--- src/sv/lob_pkg.sv ---
// Shared types and constants of the order book matcher.
package lob_pkg;

	localparam int IdW    = 64;
	localparam int AmtW   = 32;
	localparam int PriceW = 32;
	localparam int AgeW   = 32;
	localparam int KindW  = 3;
	localparam int ReqW   = 3;

	localparam int MAX_RESULTS = 32;
	localparam int NW          = $clog2(MAX_RESULTS + 1);

	localparam logic BUY  = 1'b0;
	localparam logic SELL = 1'b1;

	localparam logic [ReqW-1:0] REQ_PLACE = 3'd0;
	localparam logic [ReqW-1:0] REQ_MATCH = 3'd1;
	localparam logic [ReqW-1:0] REQ_MBUY  = 3'd2;
	localparam logic [ReqW-1:0] REQ_MSELL = 3'd3;
	localparam logic [ReqW-1:0] REQ_CLEAR = 3'd4;

	localparam logic [KindW-1:0] K_TRADE  = 3'd0;
	localparam logic [KindW-1:0] K_ACCEPT = 3'd1;
	localparam logic [KindW-1:0] K_FULL   = 3'd2;
	localparam logic [KindW-1:0] K_NONE   = 3'd3;
	localparam logic [KindW-1:0] K_CLEAR  = 3'd4;

	typedef enum logic [2:0] {
		OP_PLACE,
		OP_MATCH,
		OP_MBUY,
		OP_MSELL,
		OP_CLEAR,
		OP_BAD
	} op_t;

	typedef struct packed {
		op_t               op;
		logic [IdW-1:0]    trader;
		logic              side;
		logic [AmtW-1:0]   amount;
		logic [PriceW-1:0] price;
	} req_t;

	typedef struct packed {
		logic [KindW-1:0]  kind;
		logic [IdW-1:0]    seller;
		logic [IdW-1:0]    buyer;
		logic [AmtW-1:0]   amount;
		logic [PriceW-1:0] price;
		logic              last;
	} res_t;

	typedef struct packed {
		logic              valid;
		logic              side;
		logic [IdW-1:0]    trader;
		logic [AmtW-1:0]   amount;
		logic [PriceW-1:0] price;
		logic [AgeW-1:0]   age;
	} slot_t;

	// Queue handshake between front and back.
	typedef struct packed {
		logic valid;
		req_t req;
	} req_beat_t;

endpackage

--- src/sv/lob_front.sv ---
// Request front: accepts request beats, classifies them, queues them for the engine.
module lob_front (
	input  logic                        clk,
	input  logic                        arst_n,
	input  logic                        hold,
	input  logic                        push,
	output logic                        full,
	input  logic [lob_pkg::ReqW-1:0]    req_type,
	input  logic [lob_pkg::IdW-1:0]     trader_id,
	input  logic                        side,
	input  logic [lob_pkg::AmtW-1:0]    order_amount,
	input  logic [lob_pkg::PriceW-1:0]  limit_price,
	output lob_pkg::req_beat_t          head,
	input  logic                        take
);

	lob_pkg::req_t ent_q [2];
	logic          wr_ptr_q;
	logic          rd_ptr_q;
	logic [1:0]    cnt_q;
	lob_pkg::req_t cls;
	logic          do_push;
	logic          do_take;

	// Classify the request code.
	always_comb begin
		cls.trader = trader_id;
		cls.side   = side;
		cls.amount = order_amount;
		cls.price  = limit_price;
		unique case (req_type)
			lob_pkg::REQ_PLACE: cls.op = lob_pkg::OP_PLACE;
			lob_pkg::REQ_MATCH: cls.op = lob_pkg::OP_MATCH;
			lob_pkg::REQ_MBUY:  cls.op = lob_pkg::OP_MBUY;
			lob_pkg::REQ_MSELL: cls.op = lob_pkg::OP_MSELL;
			lob_pkg::REQ_CLEAR: cls.op = lob_pkg::OP_CLEAR;
			default:            cls.op = lob_pkg::OP_BAD;
		endcase
	end

	assign full       = hold || (cnt_q == 2'd2);
	assign do_push    = push && !full;
	assign do_take    = take && (cnt_q != 2'd0);
	assign head.valid = (cnt_q != 2'd0);
	assign head.req   = ent_q[rd_ptr_q];

	// Store classified beats.
	always_ff @(posedge clk) begin
		if (do_push) begin
			ent_q[wr_ptr_q] <= cls;
		end
	end

	// Advance pointers and count.
	always_ff @(posedge clk or negedge arst_n) begin
		if (!arst_n) begin
			wr_ptr_q <= 1'b0;
			rd_ptr_q <= 1'b0;
			cnt_q    <= 2'd0;
		end else begin
			if (do_push) begin
				wr_ptr_q <= !wr_ptr_q;
			end
			if (do_take) begin
				rd_ptr_q <= !rd_ptr_q;
			end
			cnt_q <= cnt_q + {1'b0, do_push} - {1'b0, do_take};
		end
	end

endmodule

--- config.mk ---
export PLATFORM = sky130hd
export DESIGN_NAME = lob_front
export DESIGN_NICKNAME = d
export VERILOG_FILES = /design/src/sv/lob_pkg.sv /design/src/sv/lob_front.sv
export SDC_FILE = /design/constraint.sdc
export NUM_CORES = 1
export LEC_CHECK = 0
export ABC_AREA = 1
export BUFFER_PORTS_ARGS = -buffer_cell sky130_fd_sc_hd__buf_2
export CORE_AREA = 2 2 116 174
export CTS_BUF_LIST = sky130_fd_sc_hd__clkbuf_16
export CTS_CLUSTER_SIZE = 10
export DETAILED_ROUTE_END_ITERATION = 8
export DIE_AREA = 0 0 118 176
export PLACE_DENSITY_LB_ADDON = 0.1
export SYNTH_ARGS = -nofsm -noshare
export SYNTH_HDL_FRONTEND = slang
export SYNTH_SLANG_ARGS = --single-unit
--- constraint.sdc ---
create_clock -name clk -period 8.5 [get_ports clk]
set_input_delay 1.7 -clock clk [delete_from_list [all_inputs] [get_ports clk]]
set_output_delay 1.7 -clock clk [all_outputs]
set_load 0.02 [all_outputs]
==> After elaboration in Yosys (flattened, before gate mapping) <==
Memory sizes are Yosys's and may differ from the RTL's.
Index checks and enable logic that the tools add are counted.
{ "totals": {"reg_bits": 4, "latchBits": 0, "ramBits": 264, "rom_bits": 0, "in_bits": 137, "output_inout_bits": 134, "elab_cells": 22, "mem_count": 1} }
{ "mem_list": {"columns": ["name", "words", "width", "rd", "rd_clocked_by_memory_dff", "write_ports", "line_no", "rtl"], "rows": [
  ["ent_q", 2, 132, 1, 0, 1, "lob_front.sv:17", "lob_pkg::req_t ent_q [2];"]
]} }
{ "op_classes": {"addsub": 2, "multipliers": 0, "div_mod_pow": 0, "n_lt_le_gt_ge": 0, "eq_ne": 5, "shift": 0, "mux": 3, "n_bitwise": 0, "reduce_logical": 8} }
{ "op_table": {"columns": ["cell", "n"], "rows": [
  ["$pmux W3 S5", 1],
  ["$eq A3 B2 Y1 const B", 2],
  ["$eq A3 B1 Y1 const B", 1],
  ["$eq A3 B3 Y1 const B", 1],
  ["$logic_not A1 Y1", 3],
  ["$logic_not A3 Y1", 1],
  ["$add A2 B1 Y2", 1],
  ["$eq A2 B2 Y1 const B", 1],
  ["$logic_and A1 B1 Y1", 2],
  ["$mux W1", 2],
  ["$reduce_bool A2 Y1", 1],
  ["$sub A2 B1 Y2", 1],
  ["$logic_or A1 B1 Y1", 1]
]} }

==> Depth between registers and ports, before layout <==
{ "depth": {"depth_word": 6, "ltp_mapped": 10, "depth_no_buf": 10} }

==> Worst setup path after synthesis <==
No wires, ideal clock.
{ "synth_timing": {"path_kind": "input-to-reg", "startpoint": "in hold", "endpoint": "mem ent_q[1][0] (netlist name) (enable)", "setup_time_ns": 0.625, "t_arrival_ns": 7.383, "required_ns": 7.875, "setup_slack_ns": 0.492, "stages": 3, "n_path_buf": 0, "path_cell_list": "inv_1 > nand3_1 > nor2_1"} }
{ "synth_via": {"elab_chain_len": 5} }
{ "synth_lines": {"columns": ["element", "line_no", "rtl"], "rows": [
  ["start: declaration", "lob_front.sv:5", "input logic hold,"],
  ["$logic_or A1 B1 Y1", "lob_front.sv:41", "assign full = hold || (cnt_q == 2'd2);"],
  ["$logic_not A1 Y1", "lob_front.sv:42", "assign do_push = push && !full;"],
  ["$logic_and A1 B1 Y1", "lob_front.sv:42", null],
  ["$mux W1", "lob_front.sv:49", "if (do_push) begin"],
  ["$mux W1 (not written as such)", "lob_front.sv:50", "ent_q[wr_ptr_q] <= cls;"],
  ["end: declaration", "lob_front.sv:17", null]
]} }
No other way between the ends.

==> metrics <==
Worst-Skew Late Latency=530 ps; routability congestion estimate=0.843; Worst Hold Class=reg2reg; Setup crit end kind=primary output; EDFF count, synth=264; Critical Path AT=about 3100 ps; Clock power frac=26.8%; Inst Count DP=roughly 1200; crit-path max FO=78; worst-path cell chain=inv_4, buf_4, nand2_1, nand2_1, buf_2; post-synthesis cell type count=14; most area-consuming cells after synthesis=edfxtp_1, nand2_1, buf_6; Crit path top cell by count=nand2_1; sw power=1.45 mW; WS Path Type=reg2out; first-pass GRT wire length=29800 um; final worst-path cycle share=56.9%; crit-path max cell delay=roughly 800 ps; Cells after Synth=727; Final Util=64.1%; Max Freq=207 MHz; dpl ws=4140 ps; Critical path buffers and inverters=3; Final nets=1143; Cell Pwr Density=334 nW/um^2; post-synth top area share=80.3%; Switching Fraction=35.5%; post-synthesis register bit count=268; syn_area_per_cell=13.6 sq um; Hold Fails Final Rpt=0; Hold Slack=481 ps; Synth Flop Type=edfxtp_1; initial antenna violation count=7; starting density of the core=51.6%; leakage=~5.4 nW; H-tree depth=1; input/output buffers=270; most common cell after layout, fill and taps aside=nand2_1; CTS root buffer=clkbuf_16; Post-synth ARST share=about 1.5%; setup TNS=0 ps; maxcap violations=0; postcts setup bufs=0; drt initial violations=492; vias in the first global route=6079; P&R area growth vs syn=24.3%; clk sink count=approximately 270; Synthesized Nets=866; Boundary Pins=271; worst-margin pin slew=882 ps; CP startpoint kind=register; Max VDD drop=0.000201 V; Hold Buf Count CTS=0; fin area=12300 sq um; Die H=176 um; Layout Skew=12.2 ps; Worst-path clk slew=50 ps; setup ws final=~3700 ps; Die Span X=118 um; largest area contributor in the netlist=edfxtp_1; min Tclk post-route=4840 ps; Core Area=approximately 19000 sq um; post-CTS sizing=0; TritonCTS Buffers=30; share of cells above drive strength 1=30.2%; Worst path slowest cell=dfrtp_4; vias per std cell=4.76; Slew headroom=41.2%; area post-placement=11400 sq um; clock tree from TritonCTS=yes; GRT Total Usage=18.6%; die area=20800 sq um; unrepaired setup endpoints after global routing=false; final setup vio count=0; Top delay family on crit path=buffers and inverters; Total Power=just over 4 mW; Max clock buf depth=3; dpl hpwl=between 10000 and 15000 um; largest net degree at the start of global routing=between 70 and 80; final wirelength=20100 um; Slew Viols, Final=0; total global routing overflow=0; Flop pwr share=a little over two fifths; WL per Instance=15.6 um; drt drc=0; WP data required=between 6000 and 7000 ps; post-synthesis sequential area ratio=81.3%; Ys Warns=0; Post-Syn Area=slightly below 10000 sq um; vias=6146; commonest non-fill, non-tap cells in the layout=nand2_1, buf_2, edfxtp_1, inv_1, clkbuf_16; fin cells=around 1300; status=completed; Final ANT Viol Nets=0; Internal Power=2.65 mW; Comb power frac=30.8%; TritonRoute pass-1 iters=5; Cell Rows=62
## layout make-up
cell class | instances | area [sq um]
Inverter | 11 | 48.8
Multi-Input combinational cell | 418 | 1600
Tap cell | 256 | 320
Sequential cell | 268 | 8030
Antenna cell | 6 | 15.0
Timing Repair Buffer | 275 | 1390
Clock inverter | 25 | 93.8
Fill cell | 1477 | 6880
Clock buffer | 31 | 776
## final timing paths
kind	from	to	slack [ps]	cells past startpoint
hold reg to reg	wr_ptr_q	wr_ptr_q	480	2
hold / removal	wr_ptr_q	wr_ptr_q	480	2
min in group asynchronous	arst_n	cnt_q[1]	980	1
setup / recovery	rd_ptr_q	head[71]	3660	5
setup reg to reg	cnt_q[1]	ent_q[1][46]	5960	4
max in group asynchronous	arst_n	rd_ptr_q	7380	1
## flip-flops by register name, indices dropped and copies added (netlist names)
register	count
cnt_q	2
rd_ptr_q	1
ent_q	264
wr_ptr_q	1
## power groups by stage
stage / logic (mW) / registers [mW] / clock network (mW)
2_1_floorplan: 0.925 / 1.72 / 0
3_3_place_gp: 1.28 / 1.76 / 0
3_5_place_dp: 1.29 / 1.77 / 0
4_1_cts: 1.29 / 1.74 / 1.12
5_1_grt: 1.39 / 1.76 / 1.18
6_report: 1.26 / 1.74 / 1.10
## worst min-delay path: stages (launching register included)
cell     delay, ps
dfrtp_1        340
nand2_1         60
nand2_1         50
## layer usage
metal / wire (um) / up-vias / GRT usage [%]
met5: 13 / - / 0
met4: 678 / 2 / 8.79
met3: 1580 / 46 / 5.26
met2: 10500 / 251 / 32.2
met1: 7280 / 2832 / 21.3
li1: - / 3015 / -
## cell families after synthesis
group / synth area share (%)
and+or+nand+nor: 15.8
adders and majority gates: 0.253
DFF: 81.3
AOI/OAI and AO/OA: 0.0760
buffers and inverters: 2.57
## cells in the mapped netlist, types with 2 or more instances
master	number
nand3_1	3
buf_4	2
dfrtp_1	4
buf_6	9
nor2_1	2
ha_1	2
edfxtp_1	264
inv_1	10
buf_2	18
nand2_1	409
Note: power is estimated with default switching activity, not from simulation.
