## src/sv/lob_pkg.sv

```systemverilog
// Shared types and constants of the order book matcher.
package lob_pkg;

	localparam int IdW    = 64;
	localparam int AmtW   = 32;
	localparam int PriceW = 32;
	localparam int AgeW   = 32;
	localparam int KindW  = 3;
	localparam int ReqW   = 3;

	localparam int MAX_RESULTS = 32;
	localparam int NW          = $clog2(MAX_RESULTS + 1);

	localparam logic BUY  = 1'b0;
	localparam logic SELL = 1'b1;

	localparam logic [ReqW-1:0] REQ_PLACE = 3'd0;
	localparam logic [ReqW-1:0] REQ_MATCH = 3'd1;
	localparam logic [ReqW-1:0] REQ_MBUY  = 3'd2;
	localparam logic [ReqW-1:0] REQ_MSELL = 3'd3;
	localparam logic [ReqW-1:0] REQ_CLEAR = 3'd4;

	localparam logic [KindW-1:0] K_TRADE  = 3'd0;
	localparam logic [KindW-1:0] K_ACCEPT = 3'd1;
	localparam logic [KindW-1:0] K_FULL   = 3'd2;
	localparam logic [KindW-1:0] K_NONE   = 3'd3;
	localparam logic [KindW-1:0] K_CLEAR  = 3'd4;

	typedef enum logic [2:0] {
		OP_PLACE,
		OP_MATCH,
		OP_MBUY,
		OP_MSELL,
		OP_CLEAR,
		OP_BAD
	} op_t;

	typedef struct packed {
		op_t               op;
		logic [IdW-1:0]    trader;
		logic              side;
		logic [AmtW-1:0]   amount;
		logic [PriceW-1:0] price;
	} req_t;

	typedef struct packed {
		logic [KindW-1:0]  kind;
		logic [IdW-1:0]    seller;
		logic [IdW-1:0]    buyer;
		logic [AmtW-1:0]   amount;
		logic [PriceW-1:0] price;
		logic              last;
	} res_t;

	typedef struct packed {
		logic              valid;
		logic              side;
		logic [IdW-1:0]    trader;
		logic [AmtW-1:0]   amount;
		logic [PriceW-1:0] price;
		logic [AgeW-1:0]   age;
	} slot_t;

	// Queue handshake between front and back.
	typedef struct packed {
		logic valid;
		req_t req;
	} req_beat_t;

endpackage

```

## src/sv/lob_outq.sv

```systemverilog
// Two-entry result queue in front of the result port.
module lob_outq (
	input  logic          clk,
	input  logic          arst_n,
	input  logic          wr_en,
	input  lob_pkg::res_t wr_data,
	output logic          room,
	output logic          empty,
	input  logic          pop,
	output lob_pkg::res_t head
);

	lob_pkg::res_t ent_q [2];
	logic          wr_ptr_q;
	logic          rd_ptr_q;
	logic [1:0]    cnt_q;
	logic          do_wr;
	logic          do_rd;

	assign room  = (cnt_q != 2'd2);
	assign empty = (cnt_q == 2'd0);
	assign head  = ent_q[rd_ptr_q];
	assign do_wr = wr_en && room;
	assign do_rd = pop && !empty;

	// Store result beats.
	always_ff @(posedge clk) begin
		if (do_wr) begin
			ent_q[wr_ptr_q] <= wr_data;
		end
	end

	// Advance pointers and count.
	always_ff @(posedge clk or negedge arst_n) begin
		if (!arst_n) begin
			wr_ptr_q <= 1'b0;
			rd_ptr_q <= 1'b0;
			cnt_q    <= 2'd0;
		end else begin
			if (do_wr) begin
				wr_ptr_q <= !wr_ptr_q;
			end
			if (do_rd) begin
				rd_ptr_q <= !rd_ptr_q;
			end
			cnt_q <= cnt_q + {1'b0, do_wr} - {1'b0, do_rd};
		end
	end

endmodule

```

## config.mk

```make
export PLATFORM = sky130hd
export DESIGN_NAME = lob_outq
export DESIGN_NICKNAME = d
export VERILOG_FILES = /design/src/sv/lob_pkg.sv /design/src/sv/lob_outq.sv
export SDC_FILE = /design/constraint.sdc
export NUM_CORES = 1
export LEC_CHECK = 0
export ABC_AREA = 1
export BUFFER_PORTS_ARGS = -buffer_cell sky130_fd_sc_hd__buf_2
export CAP_MARGIN = 20
export CORE_ASPECT_RATIO = 1.1
export CORE_UTILIZATION = 52
export DETAILED_ROUTE_END_ITERATION = 8
export GPL_TIMING_DRIVEN = 1
export HOLD_SLACK_MARGIN = 0.08
export PLACE_DENSITY = 0.79
export SLEW_MARGIN = 20
export SYNTH_ARGS = -nofsm -noshare
export SYNTH_HDL_FRONTEND = slang
export SYNTH_SLANG_ARGS = --single-unit
```

## constraint.sdc

```tcl
create_clock -name clk -period 13.4 [get_ports clk]
set_input_delay 1.34 -clock clk [delete_from_list [all_inputs] [get_ports clk]]
set_output_delay 1.34 -clock clk [all_outputs]
set_load 0.01 [all_outputs]
```

After elaboration in Yosys (flattened, before gate mapping)
Memories as Yosys holds them, arrays and structs flattened.
Index checks and enable logic that the tools add are counted.

storage, ports and cells
  bits in registers = 4
  latch bits = 0
  memory bits (writable) = 392
  ROM bits = 0
  input bits = 200
  output and inout bits = 198
  logic and storage cells = 15
  memories kept = 1

operators by class
  $add $sub $neg = 2
  multiply operators = 0
  divide/modulo/power cells = 0
  $lt $le $gt $ge = 0
  equal/unequal tests = 1
  shift-type cells = 0
  multiplexer cells = 2
  bitwise logic cells = 0
  reductions and logical operators = 6

memory list
  memory  depth  bits a word  rd ports  clocked after memory_dff  write ports  line            text
  ent_q   2      196          1         0                         1            lob_outq.sv:13  lob_pkg::res_t ent_q [2];

operators by type and width
  kind                                   count
  logical NOT 1 bit                      3
  adder 2 x 1 -> 2 bit                   1
  logical AND 1 bit                      2
  logical NOT 2 bit                      1
  two-way mux 1 bit                      2
  != test 2 bit (second input constant)  1
  subtractor 2 x 1 -> 2 bit              1

Longest topological paths before layout
Gate-level depths: netlist of the first run.

  depth in word-level cells = 4
  depth in mapped cells = 10
  gate-level depth less buffers = 10

Worst setup path after synthesis of the first run
OpenSTA, ideal clock, no wires.

  path type = input-to-reg
  start point = input port wr_en
  end point = memory ent_q[1][0] (netlist name), enable pin
  library setup time = 0.755 ns
  arrival = 9.553 ns
  data required time = 12.645 ns
  path slack = 3.092 ns
  stages on the path = 2
  path buffers = 0
  cell sequence = nand2_1 -> nor2_1

on the way
  longest elaborated chain between the ends = 3

ends and longest elaborated chain
  element                                  line            text
  start: declaration                       lob_outq.sv:5   input logic wr_en,
  logical AND 1 bit                        lob_outq.sv:23  assign do_wr = wr_en && room;
  two-way mux 1 bit                        lob_outq.sv:28  if (do_wr) begin
  two-way mux 1 bit (implied by the code)  lob_outq.sv:29  ent_q[wr_ptr_q] <= wr_data;
  end: declaration                         lob_outq.sv:13

No other way between the ends.

==> results.cfg, run 1 <==
[clocking]
clk_pin_slew_worst_paths_ps = 60
cts-root-buf = clkbuf_16
cts_tree = built
clockBufferDepth = 3
cts_hold_buf = 0
cts_resized = 0
cts_buffers = 38
ctsHtreeMaxLevel = 2
clkSinkCount = 396
clk_latency_ps = 510
cts_setup_buffers = 0

[setup_path]
worstPathMaxFanout = 101
worstPathArrival_ps = 3270
cpPeakStageDelay_ps = 940
critPathRequiredTime_ps = 12060
critPathCaptureType = primary output
cp_slowest_cell = buf_4
worstPathBufferInverterCount = 3
startpoint_type = register
crit_type = register to primary output
crit_family = buffers and inverters
cp_cell_sequence = buf_4 -> buf_4 -> nand2_1 -> nand2_1 -> buf_2

[logic_synthesis]
synth_cells = 1056
avgSynthCellArea_um2 = 13.8
ys_warn_count = 0
synthTopCellsByArea = edfxtp_1, nand2_1, buf_6, dfrtp_1, buf_2
syn_area_um2 = 14500
ys_seq_area_share_pct = 81.7
ys_types = 12
yosysTopAreaCell = edfxtp_1
netlist.area_leader.share_pct = 81.0
synth_nets = 1258
ys_ff_latch = 396

[sta]
worst_pin_slew_ps = 1080
setup_tns_ps = 0
drv_slew = 0
fin_crit_sh_pct = 34.4
rsz0062_at_grt = no
fin_crit_ps = 4610
finClkSkew_ps = 14.0
relSlewSlack_pct = 27.8
setup_violations = 0
max_freq_mhz = 217
final_hold_viol_count = 0

[grt]
grt_pass1_vias = 9245
grt_usage_pct = 22.5
grt-ovfl-total = 0
grt_max_degree = 111
grt_pass1_wl_um = 48600
grt_antenna_before_repair = 5

[placement]
dp_cells = 1776
hpwl_um = 21700
port_buffers = 397
gp_congestion = 0.874

[flow_run]
cap_violations = 0

[power]
powerDensity_nw_per_um2 = 227
power_mw = 4.08
p_leak_nw = 7.80
ir_drop_mv = 0.169

[drt]
wire_per_inst_um = 17.7
wirelength_um = 32800
via_count = 9297
viasPerCell = 5.03
ant_nets = 0
route.detailed.drc = 0
drtPass1Iterations = 6
drt_iter0_drc = 711

[finish]
stdcell_count = 1848
fillers = 1907
area_growth_pct = 23.9
final_util_pct = 66.2
layout_commonest_cell = nand2_1
drive_gt1_share_pct = 31.1
layout.nets = 1661
final_cell_mix = nand2_1, buf_2, edfxtp_1

[floorplanning]
die_y_um = 177
row_count = 63
start_util_pct = 53.4
pin_count = 398
fp.coreArea_um2 = 27200
fp.dieW_um = 161
die-area_um2 = 28600

[min_path]
hold_class = register to register

[run_status]
run_status = complete, no violations
-- stage by stage --
stage                     hold WS (ps)  area (um2)  worst slack [ps]
after floorplan                    442       14500              3090
after global placement             455       16700              9370
after detailed placement           475       16700              9360
after CTS                          493       18000              8810
after global routing               528       18000              8570
final                              505       18000              8790
-- where the power goes --
part           switching [mW]  internal [mW]  leakage [nW]
clock                   0.428          0.638         0.619
sequential             0.0642           1.69          3.69
combinational           0.872          0.385          3.48
-- final timing paths --
path / start / to / slack (ps) / depth (start not counted)
max in group asynchronous: arst_n / rd_ptr_q / 12580 / 1
min in group asynchronous: arst_n / wr_ptr_q / 650 / 1
worst min register to register: cnt_q[0] / cnt_q[0] / 500 / 1
worst max-delay path: rd_ptr_q / head[56] / 8790 / 5
worst max register to register: cnt_q[1] / ent_q[0][121] / 10260 / 5
worst min-delay path: cnt_q[0] / cnt_q[0] / 500 / 1
-- final cells by class --
type                            count  area [um2]  area share (%)
Multi-Input combinational cell    607        2310            12.8
Antenna cell                        3        7.51          0.0417
Inverter                           10        50.0           0.278
Clock buffer                       49        1070            5.92
Tap cell                          357         447            2.48
Timing Repair Buffer              406        2050            11.4
Clock inverter                     20         193            1.07
Sequential cell                   396       11900            66.0
-- cell usage after synthesis (all sizes together) --
master,n
buf,41
clkbuf,2
dfrtp,4
edfxtp,392
ha,2
inv,10
nand2,601
nand3,3
nor2,1
-- cells by family (layout without fill, tap and decap cells) --
group,after synthesis,after routing,share of synthesized area (%)
other,0,3,0
adders and majority gates,2,2,0.172
DFF,396,396,81.7
and+or+nand+nor,605,605,15.7
buffers and inverters,53,485,2.43
-- per-layer routing --
metal	track usage, %	up-vias	wire length [um]
li1	-	4376	-
met5	0	-	12
met2	40.7	473	16800
met4	6.80	2	755
met3	6.72	57	3470
met1	25.7	4389	11700
-- flip-flops by register name, indices dropped and copies added (netlist names) --
name	flops
cnt_q	2
wr_ptr_q	1
ent_q	392
rd_ptr_q	1
No activity file was read; power rests on OpenSTA's default activity.
==> inputs of run 2 (changes only) <==
- CORE_UTILIZATION: 52 -> 47
- PLACE_DENSITY: 0.79 -> 0.76
- clock period: 13.4 -> 3.7 ns (I/O delays scaled with it)
==> run 2 against run 1 <==
  * Combinational power rose to 3.9 times the previous value
  * Clock power rose to 3.7 times the previous value
  * Sequential power rose to 3.6 times the previous value
  * Wire length up 15%
  * Hold slack worse by 370 ps
  * Power rose to 3.8 times the previous value
  * Register-to-register slack worse by 8600 ps
  * Sequential share of layout area down 7.2 points
  * Final cell count up 14%
  * Count of clock-buffer cells in the layout down 2
==> results.cfg, run 2 (same netlist as run 1, synthesis figures left out) <==
[sta]
hold_ws_ps = 138
fin_crit_sh_pct = 71.7
worst_pin_slew_ps = 1080
max_freq_mhz = 377
rsz0062_at_grt = no
final_hold_viol_count = 0
finClkSkew_ps = 10.2
drv_slew = 0
setup_violations = 0
relSlewSlack_pct = 28.1
fin_crit_ps = 2650

[setup_path]
worstPathArrival_ps = 2280
worstPathBufferInverterCount = 2
critPathCaptureType = primary output
path_common_cell = nand2_1
cp_slowest_cell = buf_12
cp_cell_sequence = buf_12 -> nand2_1 -> nand2_1 -> buf_2
cpPeakStageDelay_ps = 530
crit_family = buffers and inverters
worstPathMaxFanout = 197
critPathRequiredTime_ps = 3330
crit_type = register to primary output
startpoint_type = register

[flow_run]
cap_violations = 0

[placement]
hpwl_um = 20100
gp_congestion = 0.807
port_buffers = 397
dp_cells = 1836

[clocking]
cts_resized = 0
clk_latency_ps = 520
clkSinkCount = 396
clk_pin_slew_worst_paths_ps = 70
clockBufferDepth = 3
cts_tree = built
cts-root-buf = clkbuf_16
cts_buffers = 39
ctsHtreeMaxLevel = 2

[floorplanning]
row_count = 67
die_y_um = 186
start_util_pct = 47.7
fp.dieW_um = 170
die-area_um2 = 31600
fp.coreArea_um2 = 30400
pin_count = 398

[finish]
area_growth_pct = 39.2
final_util_pct = 66.4
drive_gt1_share_pct = 28.2
layout.nets = 1863
fillers = 1985
stdcell_count = 2108
final_cell_mix = nand2_1, buf_2, edfxtp_1
largest_register = ent_q
layout_commonest_cell = nand2_1
top_regs = ent_q (392), cnt_q (2)
largest_reg_flops = 392

[drt]
viasPerCell = 4.93
via_count = 10400
drtPass1Iterations = 5
wire_per_inst_um = 17.8
route.detailed.drc = 0
drt_iter0_drc = 718
wirelength_um = 37600
ant_nets = 0

[min_path]
hold_class = input pin to register

[power]
ir_drop_mv = 0.652
p_leak_nw = 8.69
powerDensity_nw_per_um2 = 758

[grt]
grt_max_degree = 198
grt-ovfl-total = 0
grt_pass1_wl_um = 56300
grt_antenna_before_repair = 3
grt_pass1_vias = 10800
grt_usage_pct = 23.5

[run_status]
run_status = complete, no violations
run 2: final cells by class:
cell class / count / area (um2) / area share (%)
Antenna cell: 3 / 7.51 / 0.0371
Clock inverter: 24 / 239 / 1.18
Sequential cell: 396 / 11900 / 58.7
Inverter: 10 / 46.3 / 0.229
Timing Repair Buffer: 607 / 4130 / 20.4
Clock buffer: 47 / 1070 / 5.28
Tap cell: 414 / 518 / 2.56
Multi-Input combinational cell: 607 / 2330 / 11.5
run 2: per-layer routing:
metal  GRT usage [%]  share of wire, %  vias up
met2            42.2                52      543
met3            6.66               9.0       91
met1            24.9                35     4974
met4            11.6               4.4        0
met5               0                 0        -
li1                -                 -     4779
run 2: worst reg2reg max path, cell delays in order, from the launching register on:
cell     delay, ps
dfrtp_1        420
nand2_4        100
nand2_2         90
nor2_4         660
buf_4          430
run 2: path summary, 6_finish.rpt:
check,from,endpoint,slack [ps],cells past startpoint
min reg2reg,wr_ptr_q,wr_ptr_q,490,2
min,wr_en,wr_ptr_q,140,3
max reg2reg,cnt_q[1],ent_q[1][152],1660,4
min in group asynchronous,arst_n,rd_ptr_q,220,2
max,rd_ptr_q,head[182],1050,4
max in group asynchronous,arst_n,rd_ptr_q,3330,2
run 2: power by group:
| group | switching, mW | leakage (nW) | internal (mW) |
|---|---|---|---|
| Clock | 1.61 | 0.649 | 2.41 |
| Sequential | 0.271 | 3.69 | 6.12 |
| Combinational | 3.32 | 4.35 | 1.61 |
| Total | 5.20 | 8.69 | 10.1 |
run 2: stage by stage:
step | TNS, ps | power [mW] | setup WS, ps | area [um2]
floorplan | -83580 | 9.29 | -213 | 14600
global placement | 0 | 11.0 | 1700 | 16900
detailed placement | 0 | 11.1 | 1670 | 16900
CTS | 0 | 15.2 | 1100 | 20200
global route | 0 | 16.1 | 916 | 20200
finish | 0 | 15.3 | 1050 | 20200
run 2: timing repair:
item | 4_1_cts | 5_1_grt
endpoints found under the hold margin | 396 | 0
buffers inserted | 0 | 0
hold buffers | 198 | 0
setup endpoints to repair | 0 | 0
==> inputs of run 3 (changes only) <==
- CORE_UTILIZATION: 47 -> 52
- PLACE_DENSITY: 0.76 -> 0.79
- clock period: 3.7 -> 2.6 ns (I/O delays scaled with it)
==> run 3 against run 2 <==
  * Sequential share of layout area grew 0.86 points
  * Final cell count shrank 3.1%
  * Clock power grew 21%
  * Register-to-register slack lost 780 ps
  * First-iteration DRC count grew 42%
  * Critical path depth grew 1
  * Non-clock buffer count is the same
  * Setup slack lost 740 ps
  * Global-route usage grew 2.9 points
  * Design area shrank 1.4%
  * Combinational power grew 45%
  * Largest cell class unchanged
==> results.cfg, run 3 (same netlist as run 1, synthesis figures left out) <==
[drt]
viasPerCell = 5.18
ant_nets = 0
wire_per_inst_um = 18.9
via_count = 10600
route.detailed.drc = 0
drtPass1Iterations = 5
wirelength_um = 38700
drt_iter0_drc = 1019

[finish]
layout_commonest_cell = nand2_1
multiInputGateArea_um2 = 2330
largest_register = ent_q
fillers = 1563
largest_reg_flops = 392
layout.nets = 1861
area_growth_pct = 37.2
ff_latch_area_um2 = 11900
final_cell_mix = nand2_1, buf_2, edfxtp_1
drive_gt1_share_pct = 27.2
top_regs = ent_q (392), cnt_q (2)

[setup_path]
cp_cell_sequence = inv_6 -> buf_12 -> nand2_1 -> nand2_1 -> buf_2
cp_slowest_cell = dfrtp_4
worstReg2RegStart = cnt_q[1]
worstPathMaxFanout = 65
worstPathArrival_ps = 2040
startpoint = rd_ptr_q
critPathRequiredTime_ps = 2340
path_common_cell = nand2_1
crit_type = register to primary output
cpPeakStageDelay_ps = 530
critPathCaptureType = primary output
startpoint_type = register

[power]
switchingPower_mw = 7.36
comb_power_share_pct = 33.8
p_clk_share_pct = 23.0
p_leak_nw = 8.56
ir_drop_mv = 0.821
powerDensity_nw_per_um2 = 1060
swShare_pct = 34.9
power_mw = 21.1
seqPwrFrac_pct = 43.2
p_int_mw = 13.7

[grt]
grt-ovfl-total = 0
grt_max_degree = 106
grt_antenna_before_repair = 3
grt_pass1_wl_um = 57000
grt_pass1_vias = 10700
grt_usage_pct = 26.4

[sta]
setup_violations = 0
finClkSkew_ps = 19.3
rsz0062_at_grt = no
drv_slew = 0
final_hold_viol_count = 0
fin_crit_ps = 2300
setup_tns_ps = 0
relSlewSlack_pct = 58.3
fin_crit_sh_pct = 88.3
worst_pin_slew_ps = 625
max_freq_mhz = 435

[clocking]
cts_buffers = 37
ctsHtreeMaxLevel = 2
cts_hold_buf = 199
clk_pin_slew_worst_paths_ps = 60
clk_latency_ps = 510
cts-root-buf = clkbuf_16
cts_setup_buffers = 0
cts_resized = 0
clkSinkCount = 396
clockBufferDepth = 3
cts_tree = built

[floorplanning]
start_util_pct = 53.4
pin_count = 398
die-area_um2 = 28600
fp.dieW_um = 161
row_count = 63
die_y_um = 177
fp.coreArea_um2 = 27200

[run_status]
run_status = complete, no violations

[placement]
gp_congestion = 0.787
hpwl_um = 20800
port_buffers = 397

[flow_run]
cap_violations = 0

[min_path]
hold_class = input pin to async pin
==> run 3: cell count changes in the layout (fill, tap and decap cells not counted), moves of 2 or more <==
cell	change
buf_4	-3
bufinv_16	-4
buf_12	+2
clkinv_2	-8
clkbuf_8	-2
clkbuf_1	+6
clkinv_1	+5
clkbuf_16	-4
==> run 3: stage by stage <==
stage                     cells  cell area (um2)  hold WS (ps)  setup WS [ps]  utilization [%]
after floorplan            1056            14600         -35.6          -1310                -
after global placement     1778            16900          72.7            864             62.0
after detailed placement   1778            16900          75.9            861             62.0
after CTS                  2041            19900           120            318             73.3
after global routing       2043            19900           150            226             73.3
final                      2043            19900           136            303             73.3
==> run 3: final timing paths <==
kind,endpoint,slack [ps],cells after the start
setup / recovery,head[97],300,5
hold reg to reg,wr_ptr_q,480,2
max in group asynchronous,rd_ptr_q,2320,2
setup reg to reg,ent_q[1][81],880,4
hold / removal,cnt_q[0],140,2
min in group clk,wr_ptr_q,480,2
==> run 3: cell type report <==
| class | instances | area share, % |
|---|---|---|
| clock inverters | 17 | 0.490 |
| clock buffers | 47 | 4.84 |
| well taps | 357 | 2.24 |
| repair buffers | 607 | 20.9 |
| multi-input cells | 607 | 11.7 |
| inverters | 10 | 0.232 |
| diodes | 2 | 0.0251 |
| flip-flops and latches | 396 | 59.6 |
==> run 3: worst max-delay path: cells and delay by family (launching register included) <==
kind	cells	cell delay, ps
AND/OR/NAND/NOR	2	250
flip-flops	1	530
buffers and inverters	3	680
==> run 3: power groups by stage <==
stage | registers (mW) | logic [mW] | clock network (mW)
3_5_place_dp | 9.18 | 6.62 | 0
6_report | 9.11 | 7.13 | 4.86
4_1_cts | 9.05 | 6.92 | 4.88
5_1_grt | 9.21 | 7.73 | 5.11
3_3_place_gp | 9.12 | 6.51 | 0
2_1_floorplan | 9.22 | 4.00 | 0
==> run 3: metal layers <==
| layer | track usage (%) | vias to the layer above | share of wire [%] |
|---|---|---|---|
| met5 | 0 | - | 0.034 |
| met4 | 9.59 | 2 | 2.9 |
| met1 | 30.8 | 4997 | 36 |
| li1 | - | 4770 | - |
| met2 | 47.0 | 715 | 51 |
| met3 | 6.72 | 91 | 10 |
